--- src/rtl/thgi_pkg.sv ---
`timescale 1ns / 1ps
// ----------------------------------------------------------------------------
// thgi_pkg
// Shared types, codes and helpers for the trace history ring.
// ----------------------------------------------------------------------------
package thgi_pkg;

  typedef enum logic [2:0] {
    ACT_WRITE      = 3'd0,
    ACT_EMPTY      = 3'd1,
    ACT_RPT_INTERP = 3'd2,
    ACT_RPT_PLAIN  = 3'd3,
    ACT_SKIP       = 3'd4,
    ACT_CLEAR      = 3'd5,
    ACT_READ       = 3'd6
  } action_t;

  typedef enum logic [1:0] {
    CFG_MAX_DIST = 2'd0,
    CFG_SCROLL   = 2'd1
  } cfg_index_t;

  localparam logic [14:0] MAX_DIST_RESET = 15'd8192;
  localparam logic [4:0]  RC_SAT         = 5'd31;

  // divider operand widths: |delta * (k - i)| < 2^21, divisor k + 1 <= 31
  localparam int DIV_NW = 21;
  localparam int DIV_DW = 5;

  typedef struct packed {
    logic [2:0]         action;
    logic [5:0]         point_index;
    logic signed [15:0] intensity;
    logic signed [15:0] position;
    logic signed [15:0] extra_value;
    logic [5:0]         skip_count;
    logic [5:0]         line_age;
  } item_t;

  typedef struct packed {
    logic signed [15:0] read_intensity;
    logic signed [15:0] read_position;
    logic signed [15:0] read_extra;
  } result_t;

  typedef struct packed {
    logic signed [15:0] inten;
    logic signed [15:0] pos;
    logic signed [15:0] extra;
  } point_t;

  typedef enum logic [2:0] {
    A_NEW_PIDX = 3'd0,
    A_RDLINE   = 3'd1,
    A_HELD_J   = 3'd2,
    A_NEW_J    = 3'd3,
    A_COPY_J   = 3'd4,
    A_SWEEP    = 3'd5
  } addr_sel_t;

  typedef enum logic [2:0] {
    W_ZERO    = 3'd0,
    W_INPUT   = 3'd1,
    W_COPY    = 3'd2,
    W_NEG_ORG = 3'd3,
    W_NEG_UPD = 3'd4,
    W_INTERP  = 3'd5
  } wdata_sel_t;

  typedef struct packed {
    logic       load;
    logic       step_back;
    logic       hold;
    logic       rc_inc;
    logic       rc_clr;
    logic       j_clr;
    logic       j_inc;
    logic       i_clr;
    logic       i_inc;
    logic       sweep_clr;
    logic       sweep_inc;
    logic       newest_top;
    logic       mod_sum;
    logic       mod_skip;
    logic       mod_step;
    logic       skip_apply;
    logic       lat_o;
    logic       lat_u;
    logic       lat_p;
    logic       mul;
    logic       div_start;
    logic       rd_en;
    logic       wr_en;
    addr_sel_t  addr_sel;
    wdata_sel_t wdata_sel;
  } cmd_t;

  typedef struct packed {
    action_t action;
    logic    pidx_zero;
    logic    pidx_ok;
    logic    pidx_last;
    logic    rc_interp;
    logic    new_eq_held;
    logic    mod_small;
    logic    j_last;
    logic    i_last;
    logic    sweep_last;
    logic    bad_int;
    logic    org_neg;
    logic    in_dist;
    logic    rd_neg;
    logic    div_done;
  } stat_t;

  // negate a negative intensity, saturating the most negative code
  function automatic logic signed [15:0] neg_sat(input logic signed [15:0] v);
    logic signed [16:0] n;
    n = -{v[15], v};
    return (n > 17'sd32767) ? 16'sd32767 : n[15:0];
  endfunction

endpackage

--- src/rtl/thgi_ctrl.sv ---
`timescale 1ns / 1ps
// ----------------------------------------------------------------------------
// thgi_ctrl
// Sequencer for the trace history ring: one transaction at a time.
// ----------------------------------------------------------------------------
module thgi_ctrl import thgi_pkg::*; (
  input  logic  clk,
  input  logic  rst,
  input  logic  start,
  input  stat_t stat,
  output cmd_t  cmd,
  output logic  busy,
  output logic  result_valid
);

  typedef enum logic [25:0] {
    S_CLR     = 26'd1,
    S_IDLE    = 26'd2,
    S_DISP    = 26'd4,
    S_WR      = 26'd8,
    S_ZL      = 26'd16,
    S_CP_CHK  = 26'd32,
    S_CP_RD   = 26'd64,
    S_CP_WR   = 26'd128,
    S_SKIP    = 26'd256,
    S_RD_MOD  = 26'd512,
    S_RD_MEM  = 26'd1024,
    S_RD_OUT  = 26'd2048,
    S_IJ_RO   = 26'd4096,
    S_IJ_RU   = 26'd8192,
    S_IJ_LAT  = 26'd16384,
    S_IJ_CHK  = 26'd32768,
    S_IJ_NRD  = 26'd65536,
    S_IJ_NCHK = 26'd131072,
    S_IC_RO   = 26'd262144,
    S_IC_RU   = 26'd524288,
    S_IC_RP   = 26'd1048576,
    S_IC_MUL  = 26'd2097152,
    S_IC_DIV  = 26'd4194304,
    S_IC_WAIT = 26'd8388608,
    S_IC_WR   = 26'd16777216,
    S_NJ      = 26'd33554432
  } state_t;

  state_t state, state_next;

  always_ff @(posedge clk) begin
    if (rst) state <= S_CLR;
    else     state <= state_next;
  end

  assign busy         = state != S_IDLE;
  assign result_valid = state == S_RD_OUT;

  always_comb begin
    cmd        = '0;
    state_next = state;
    case (state)
      S_CLR: begin
        cmd.wr_en     = 1'b1;
        cmd.addr_sel  = A_SWEEP;
        cmd.wdata_sel = W_ZERO;
        cmd.sweep_inc = 1'b1;
        if (stat.sweep_last) state_next = S_IDLE;
      end
      S_IDLE: begin
        if (start) begin
          cmd.load   = 1'b1;
          state_next = S_DISP;
        end
      end
      S_DISP: begin
        cmd.j_clr  = 1'b1;
        state_next = S_IDLE;
        case (stat.action)
          ACT_WRITE: begin
            cmd.step_back = stat.pidx_zero;
            state_next    = S_WR;
          end
          ACT_EMPTY: begin
            cmd.rc_clr    = 1'b1;
            cmd.step_back = 1'b1;
            state_next    = S_ZL;
          end
          ACT_RPT_INTERP, ACT_RPT_PLAIN: begin
            cmd.hold      = 1'b1;
            cmd.rc_inc    = stat.action == ACT_RPT_INTERP;
            cmd.step_back = 1'b1;
            state_next    = S_CP_CHK;
          end
          ACT_SKIP: begin
            cmd.rc_clr   = 1'b1;
            cmd.mod_skip = 1'b1;
            state_next   = S_SKIP;
          end
          ACT_CLEAR: begin
            cmd.newest_top = 1'b1;
            cmd.sweep_clr  = 1'b1;
            state_next     = S_CLR;
          end
          ACT_READ: begin
            cmd.mod_sum = 1'b1;
            state_next  = S_RD_MOD;
          end
          default: state_next = S_IDLE;
        endcase
      end
      S_WR: begin
        cmd.wr_en     = stat.pidx_ok;
        cmd.addr_sel  = A_NEW_PIDX;
        cmd.wdata_sel = W_INPUT;
        state_next    = S_IDLE;
        if (stat.pidx_last) begin
          if (stat.rc_interp) state_next = S_IJ_RO;
          else cmd.rc_clr = 1'b1;
        end
      end
      S_ZL: begin
        cmd.wr_en     = 1'b1;
        cmd.addr_sel  = A_NEW_J;
        cmd.wdata_sel = W_ZERO;
        cmd.j_inc     = 1'b1;
        if (stat.j_last) state_next = S_IDLE;
      end
      S_CP_CHK: begin
        state_next = stat.new_eq_held ? S_IDLE : S_CP_RD;
      end
      S_CP_RD: begin
        cmd.rd_en    = 1'b1;
        cmd.addr_sel = A_HELD_J;
        state_next   = S_CP_WR;
      end
      S_CP_WR: begin
        cmd.wr_en     = 1'b1;
        cmd.addr_sel  = A_NEW_J;
        cmd.wdata_sel = W_COPY;
        cmd.j_inc     = 1'b1;
        state_next    = stat.j_last ? S_IDLE : S_CP_RD;
      end
      S_SKIP: begin
        if (stat.mod_small) begin
          cmd.skip_apply = 1'b1;
          state_next     = S_IDLE;
        end else begin
          cmd.mod_step = 1'b1;
        end
      end
      S_RD_MOD: begin
        if (stat.mod_small) state_next = S_RD_MEM;
        else cmd.mod_step = 1'b1;
      end
      S_RD_MEM: begin
        cmd.rd_en    = stat.pidx_ok;
        cmd.addr_sel = A_RDLINE;
        state_next   = S_RD_OUT;
      end
      S_RD_OUT: state_next = S_IDLE;
      S_IJ_RO: begin
        cmd.rd_en    = 1'b1;
        cmd.addr_sel = A_HELD_J;
        state_next   = S_IJ_RU;
      end
      S_IJ_RU: begin
        cmd.rd_en    = 1'b1;
        cmd.addr_sel = A_NEW_J;
        cmd.lat_o    = 1'b1;
        state_next   = S_IJ_LAT;
      end
      S_IJ_LAT: begin
        cmd.lat_u  = 1'b1;
        state_next = S_IJ_CHK;
      end
      S_IJ_CHK: begin
        if (stat.bad_int) begin
          cmd.wr_en     = stat.org_neg;
          cmd.addr_sel  = A_HELD_J;
          cmd.wdata_sel = W_NEG_ORG;
          state_next    = S_IJ_NRD;
        end else if (stat.in_dist) begin
          cmd.i_clr  = 1'b1;
          state_next = S_IC_RO;
        end else begin
          state_next = S_NJ;
        end
      end
      S_IJ_NRD: begin
        cmd.rd_en    = 1'b1;
        cmd.addr_sel = A_NEW_J;
        state_next   = S_IJ_NCHK;
      end
      S_IJ_NCHK: begin
        cmd.wr_en     = stat.rd_neg;
        cmd.addr_sel  = A_NEW_J;
        cmd.wdata_sel = W_NEG_UPD;
        state_next    = S_NJ;
      end
      S_IC_RO: begin
        cmd.rd_en    = 1'b1;
        cmd.addr_sel = A_HELD_J;
        state_next   = S_IC_RU;
      end
      S_IC_RU: begin
        cmd.rd_en    = 1'b1;
        cmd.addr_sel = A_NEW_J;
        cmd.lat_o    = 1'b1;
        state_next   = S_IC_RP;
      end
      S_IC_RP: begin
        cmd.rd_en    = 1'b1;
        cmd.addr_sel = A_COPY_J;
        cmd.lat_u    = 1'b1;
        state_next   = S_IC_MUL;
      end
      S_IC_MUL: begin
        cmd.lat_p  = 1'b1;
        cmd.mul    = 1'b1;
        state_next = S_IC_DIV;
      end
      S_IC_DIV: begin
        cmd.div_start = 1'b1;
        state_next    = S_IC_WAIT;
      end
      S_IC_WAIT: begin
        if (stat.div_done) state_next = S_IC_WR;
      end
      S_IC_WR: begin
        cmd.wr_en     = 1'b1;
        cmd.addr_sel  = A_COPY_J;
        cmd.wdata_sel = W_INTERP;
        cmd.i_inc     = 1'b1;
        state_next    = stat.i_last ? S_NJ : S_IC_RO;
      end
      S_NJ: begin
        if (stat.j_last) begin
          cmd.rc_clr = 1'b1;
          state_next = S_IDLE;
        end else begin
          cmd.j_inc  = 1'b1;
          state_next = S_IJ_RO;
        end
      end
      default: state_next = S_IDLE;
    endcase
  end

endmodule

--- config.mk ---
export PLATFORM = sky130hd
export DESIGN_NAME = thgi_ctrl
export DESIGN_NICKNAME = d
export VERILOG_FILES = /design/src/rtl/thgi_pkg.sv /design/src/rtl/thgi_ctrl.sv
export SDC_FILE = /design/constraint.sdc
export NUM_CORES = 1
export LEC_CHECK = 0
export BUFFER_PORTS_ARGS = -buffer_cell sky130_fd_sc_hd__buf_2
export CORE_MARGIN = 3
export CORE_UTILIZATION = 57
export CTS_BUF_LIST = sky130_fd_sc_hd__clkbuf_16
export CTS_CLUSTER_SIZE = 28
export DETAILED_ROUTE_END_ITERATION = 10
export GPL_TIMING_DRIVEN = 0
export HOLD_SLACK_MARGIN = 0.08
export PLACE_DENSITY = 0.86
export SLEW_MARGIN = 10
export SYNTH_ARGS = -nofsm -noshare
export SYNTH_HDL_FRONTEND = slang
export SYNTH_SLANG_ARGS = --single-unit
--- constraint.sdc ---
create_clock -name clk -period 3.6 [get_ports clk]
set_input_delay 0.36 -clock clk [delete_from_list [all_inputs] [get_ports clk]]
set_output_delay 0.36 -clock clk [all_outputs]
set_load 0.05 [all_outputs]
* Word-level counts from Yosys, hierarchy flattened *
Cells that the tools add are included.
Widths: inputs -> output; s select.

operators by class
  divide/modulo/power cells = 0
  bitwise gates (word level) = 0
  shift-type cells = 0
  eq/ne operators = 39
  multipliers = 0
  reductions and logical operators = 14
  order comparisons = 0
  muxes and demuxes = 52
  add/subtract/negate cells = 0

operator list
  operator              count
  $pmux 26 s25          1
  $mux 26               10
  $pmux 10 s6           1
  $eq 26x1->1 const B   1
  $eq 26x10->1 const B  1
  $eq 26x11->1 const B  1
  $eq 26x12->1 const B  1
  $eq 26x13->1 const B  1
  $eq 26x14->1 const B  1
  $eq 26x15->1 const B  1
  $eq 26x16->1 const B  1
  $eq 26x17->1 const B  1
  $eq 26x18->1 const B  1
  $eq 26x19->1 const B  1
  $eq 26x2->1 const B   1
  $eq 26x20->1 const B  1
  $eq 26x21->1 const B  1
  $eq 26x22->1 const B  1
  $eq 26x23->1 const B  1
  $eq 26x24->1 const B  1
  $eq 26x25->1 const B  1
  $eq 26x26->1 const B  1
  $eq 26x3->1 const B   1
  $eq 26x4->1 const B   1
  other kinds (27)      72

storage, ports and cells
  RAM bits = 0
  ROM bits = 0
  memories kept = 0
  bits in registers = 26
  bits in latches = 0
  logic and storage cells = 106
  input bits = 20
  output and inout bits = 31

* Depth between registers and ports, before layout *
  depth after elaboration = 4
  gate-level depth with buffers = 11
  depth with buffers taken out = 8

* Worst setup path before layout *
OpenSTA, ideal clock, no wires.

  path kind = register -> output
  from = register state[8]
  to = output port cmd[24] (netlist bit)
  buffers on the path = 0
  slack = -61 ps
  arrival = 3301 ps
  stages on the path, launching flop included = 5
  data required time = 3240 ps
  cells stage by stage = dfxtp_1 > nor4_4 > nand4_2 > or3_1 > o311ai_0

RTL lines
  item                      line             text
  start: declaration        thgi_ctrl.sv:45  state_t state, state_next;
  start signal: assignment  thgi_ctrl.sv:49  else state <= state_next;
  end: declaration          thgi_ctrl.sv:11  output cmd_t cmd,

==> run summary <==
CLOCKING
---------------------------------------------------------------------------------
Post-CTS Setup Bufs ................................................            0
Buffer cell driving the clock tree root ............................ sky130_fd_sc_hd__clkbuf_16
Clk pin slew, worst setup/hold paths ...............................      0.06 ns
Maximum clock insertion buffer count ...............................            2
TritonCTS clock tree ...............................................         done
Clock insertion delay at the later pin of the skew report ..........      0.26 ns
Num Clock Sinks ....................................................           26
Number of H-tree levels ............................................            1
Clock buffers created by TritonCTS .................................            3

SETUP PATH
---------------------------------------------------------------------------------
Critical Path Fanout Max ...........................................            9
Critical path required time ........................................      3.24 ns
Depth of the worst register-to-register path .......................            7
End of the worst register-to-register path .........................     state[1]
Crit Path Class .................................................... flop to output port
Data arrival time of the critical path .............................      2.78 ns
Launch point of the worst reg-to-reg path ..........................     state[8]
Element type at the critical path start ............................         flop
Flop2flop setup slack ..............................................      1.10 ns
Element type at the critical path end ..............................  output port

TIMING
---------------------------------------------------------------------------------
Final-report max-slew violation count ..............................            0
Unrepaired setup endpoints after global routing ....................           no
Largest clock skew in the final design .............................   0.00533 ns
Final number of hold-violating endpoints ...........................            0
Fin crit share .....................................................        87.2%
Crit path time final ...............................................      3.14 ns
WHS ................................................................     0.364 ns
Final TNS setup ....................................................         0 ns
Tightest Pin Transition ............................................     0.655 ns
Fmax achieved ......................................................    0.319 GHz
Worst relative slew slack ..........................................        56.0%
Setup-failing EPs final ............................................            0

FLOORPLAN
---------------------------------------------------------------------------------
Total Die Area .....................................................    4030 um^2
X dimension of the die .............................................      63.5 um
Starting utilization of the core area ..............................        60.6%
Die Y-Extent .......................................................      63.5 um
Rows ...............................................................           20
Placeable Area .....................................................    3100 um^2
Number of primary I/O pins .........................................           51

YOSYS
---------------------------------------------------------------------------------
Most common flop cell mapped by yosys .............................. sky130_fd_sc_hd__dfxtp_1
Post-Syn Instances .................................................          237
Number of flops mapped to enable cells by yosys ....................            0
Synthesized area ...................................................    1880 um^2
Number of register bits inferred by synthesis ......................           26
Mean area per synthesized cell .....................................    7.94 um^2
Count of distinct cell types in the synthesized netlist ............           55
Sequential-to-total area share from yosys stat .....................        27.7%
Mapped Nets ........................................................          257
Number of warnings issued by yosys .................................            0
Fraction of synthesis flops using an asynchronous set or reset pin .           0%

OUTCOME
---------------------------------------------------------------------------------
Result of the run .................................................. complete, no violations

LAYOUT
---------------------------------------------------------------------------------
Non-filler instance count after layout .............................          334
Register with the most flip-flops ..................................        state
Fill cells .........................................................          265
Share of post-route cells with drive strength above 1 ..............        27.6%
Number of nets at the end of the flow ..............................          311
Largest regs ....................................................... state: 26 flops
Area growth from synthesis to layout ...............................        20.5%
Largest register FFs ...............................................           26
Antenna Cells ......................................................            0

POWER AND IR DROP
---------------------------------------------------------------------------------
VDD IR-drop max ....................................................       334 uV
Overall power of the completed layout ..............................     0.684 mW
Total power density per cell area ..................................  302 nW/um^2
Leakage power figure ...............................................      1.08 nW

ROUTE
---------------------------------------------------------------------------------
DRT Pass-1 Iters ...................................................            4
Final routed wirelength across all metal layers ....................      4.75 mm
DRC violation total after the first TritonRoute iteration ..........          131
Antenna Nets Post-Route ............................................            0
Overall via count from detail_route ................................         1970
DRC violation count after routing ..................................            0
Mean routed wirelength per cell ....................................      14.2 um
Vias/cell ..........................................................         5.90

WORST HOLD PATH
---------------------------------------------------------------------------------
Cell depth of the worst hold path ..................................            2
Hold Path Origin ...................................................          rst
Worst hold path type ............................................... primary input to flop
WHS Endpoint .......................................................     state[4]

GRT
---------------------------------------------------------------------------------
Largest net degree at the start of global routing ..................           15
First-pass GRT wire length .........................................      7.87 mm
Antenna violations before repair ...................................            0
Global-route usage over all layers .................................        24.2%
Grt total ovfl .....................................................            0
Vias in the first global route .....................................         1803

PLACE
---------------------------------------------------------------------------------
DP Cell Count ......................................................          330
Final HPWL DP ......................................................      3.79 mm
Final weighted congestion of routability-driven global placement ...        0.951
Number of buffers inserted by port buffering .......................           49

FLOW RUN
---------------------------------------------------------------------------------
Number of max-cap violations .......................................            0

## per-layer routing
| metal | global-route usage, % | wire (um) | vias to the layer above | share of wire (%) |
|---|---|---|---|---|
| met5 | 0 | 0 | - | 0 |
| met3 | 3.92 | 222 | 2 | 4.7 |
| met4 | 5.66 | 26 | 0 | 0.55 |
| met2 | 42.4 | 2330 | 52 | 49 |
| met1 | 30.9 | 2170 | 939 | 46 |
| li1 | - | - | 977 | - |
## power breakdown
group / internal, mW / total [mW] / switching [mW]
combinational: 0.0480 / 0.144 / 0.0955
sequential: 0.291 / 0.295 / 0.00409
clock: 0.149 / 0.246 / 0.0970
## synth_stat cells, types with 4 or more instances
master                     number  area share, %
sky130_fd_sc_hd__nand4_1        7            2.3
sky130_fd_sc_hd__nand3_1       12            3.2
sky130_fd_sc_hd__nor4_1         6            2.0
sky130_fd_sc_hd__nor2b_1        6            2.0
sky130_fd_sc_hd__nand2_1       21            4.2
sky130_fd_sc_hd__buf_4          4            1.6
sky130_fd_sc_hd__nor2_1        37            7.4
sky130_fd_sc_hd__or3_1          4            1.3
sky130_fd_sc_hd__or4_1          4            1.6
sky130_fd_sc_hd__a21oi_1        8            2.1
sky130_fd_sc_hd__inv_1         13            2.6
sky130_fd_sc_hd__dfxtp_1       26             28
sky130_fd_sc_hd__nor4b_1        5            2.3
sky130_fd_sc_hd__nand2b_1       4            1.3
sky130_fd_sc_hd__nand3b_1       4            1.6
sky130_fd_sc_hd__nor4_4         5            5.7
sky130_fd_sc_hd__xnor2_1        4            1.9
sky130_fd_sc_hd__nor3_1         7            1.9
sky130_fd_sc_hd__nand4b_1       7            3.3
## worst max path at each step
stage	from	end	slack, ns
global placement	state[17]	cmd[3]	0.60
finish	state[8]	cmd[3]	0.46
CTS	state[8]	cmd[3]	0.30
floorplan	state[8]	cmd[24]	0.53
global route	state[8]	cmd[3]	0.23
detailed placement	state[8]	cmd[3]	0.58
## layout by cell type, fill, tap and decap left out, drive strengths merged, types with 6 or more instances in the layout
cell	n
buf	58
nor2	37
dfxtp	26
nand2	22
inv	14
nand3	12
nor4	12
nand4	9
nor3	9
a21oi	8
nand4b	8
nor2b	6
nor4b	6
## metrics by stage
step,cell area [um^2],util [%],worst slack (ns)
final,2270,73.1,0.461
after global routing,2270,73.1,0.229
after CTS,2260,72.9,0.297
after detailed placement,2180,70.3,0.580
after global placement,2180,70.3,0.604
after floorplan,1880,-,0.535
## timing repair
item                                    CTS  global route
hold buffers                              0             0
endpoints found under the setup margin    0             1
resized for setup                         0             1
## critical path, stage by stage, from the launching register on
cell	delay, ns
sky130_fd_sc_hd__dfxtp_1	0.38
sky130_fd_sc_hd__nor4_4	0.58
sky130_fd_sc_hd__and2_1	0.29
sky130_fd_sc_hd__nand3_1	0.18
sky130_fd_sc_hd__nor4_2	0.51
sky130_fd_sc_hd__or3_1	0.21
sky130_fd_sc_hd__or2_2	0.11
sky130_fd_sc_hd__buf_2	0.25
## kinds of logic (layout without fill, tap and decap cells)
group                  Yosys count  count (layout)  share of synthesized area, %
AO/OA/AOI/OAI                   24              24                          8.84
buffers and inverters           24              77                          6.52
AND/OR/NAND/NOR                156             156                          53.7
flip-flops                      26              26                          27.7
XOR/XNOR                         7               7                          3.26
## layout make-up
type | count | area, um^2 | area share (%)
well taps | 44 | 55.1 | 2.43
inverters | 14 | 52.6 | 2.32
plain buffers | 10 | 70.1 | 3.09
flip-flops and latches | 26 | 520 | 23.0
repair buffers | 49 | 245 | 10.8
clock buffers | 3 | 75.1 | 3.31
multi-input cells | 187 | 1240 | 54.9
clock inverters | 1 | 3.75 | 0.166
Note: power is estimated with default switching activity, not from simulation.
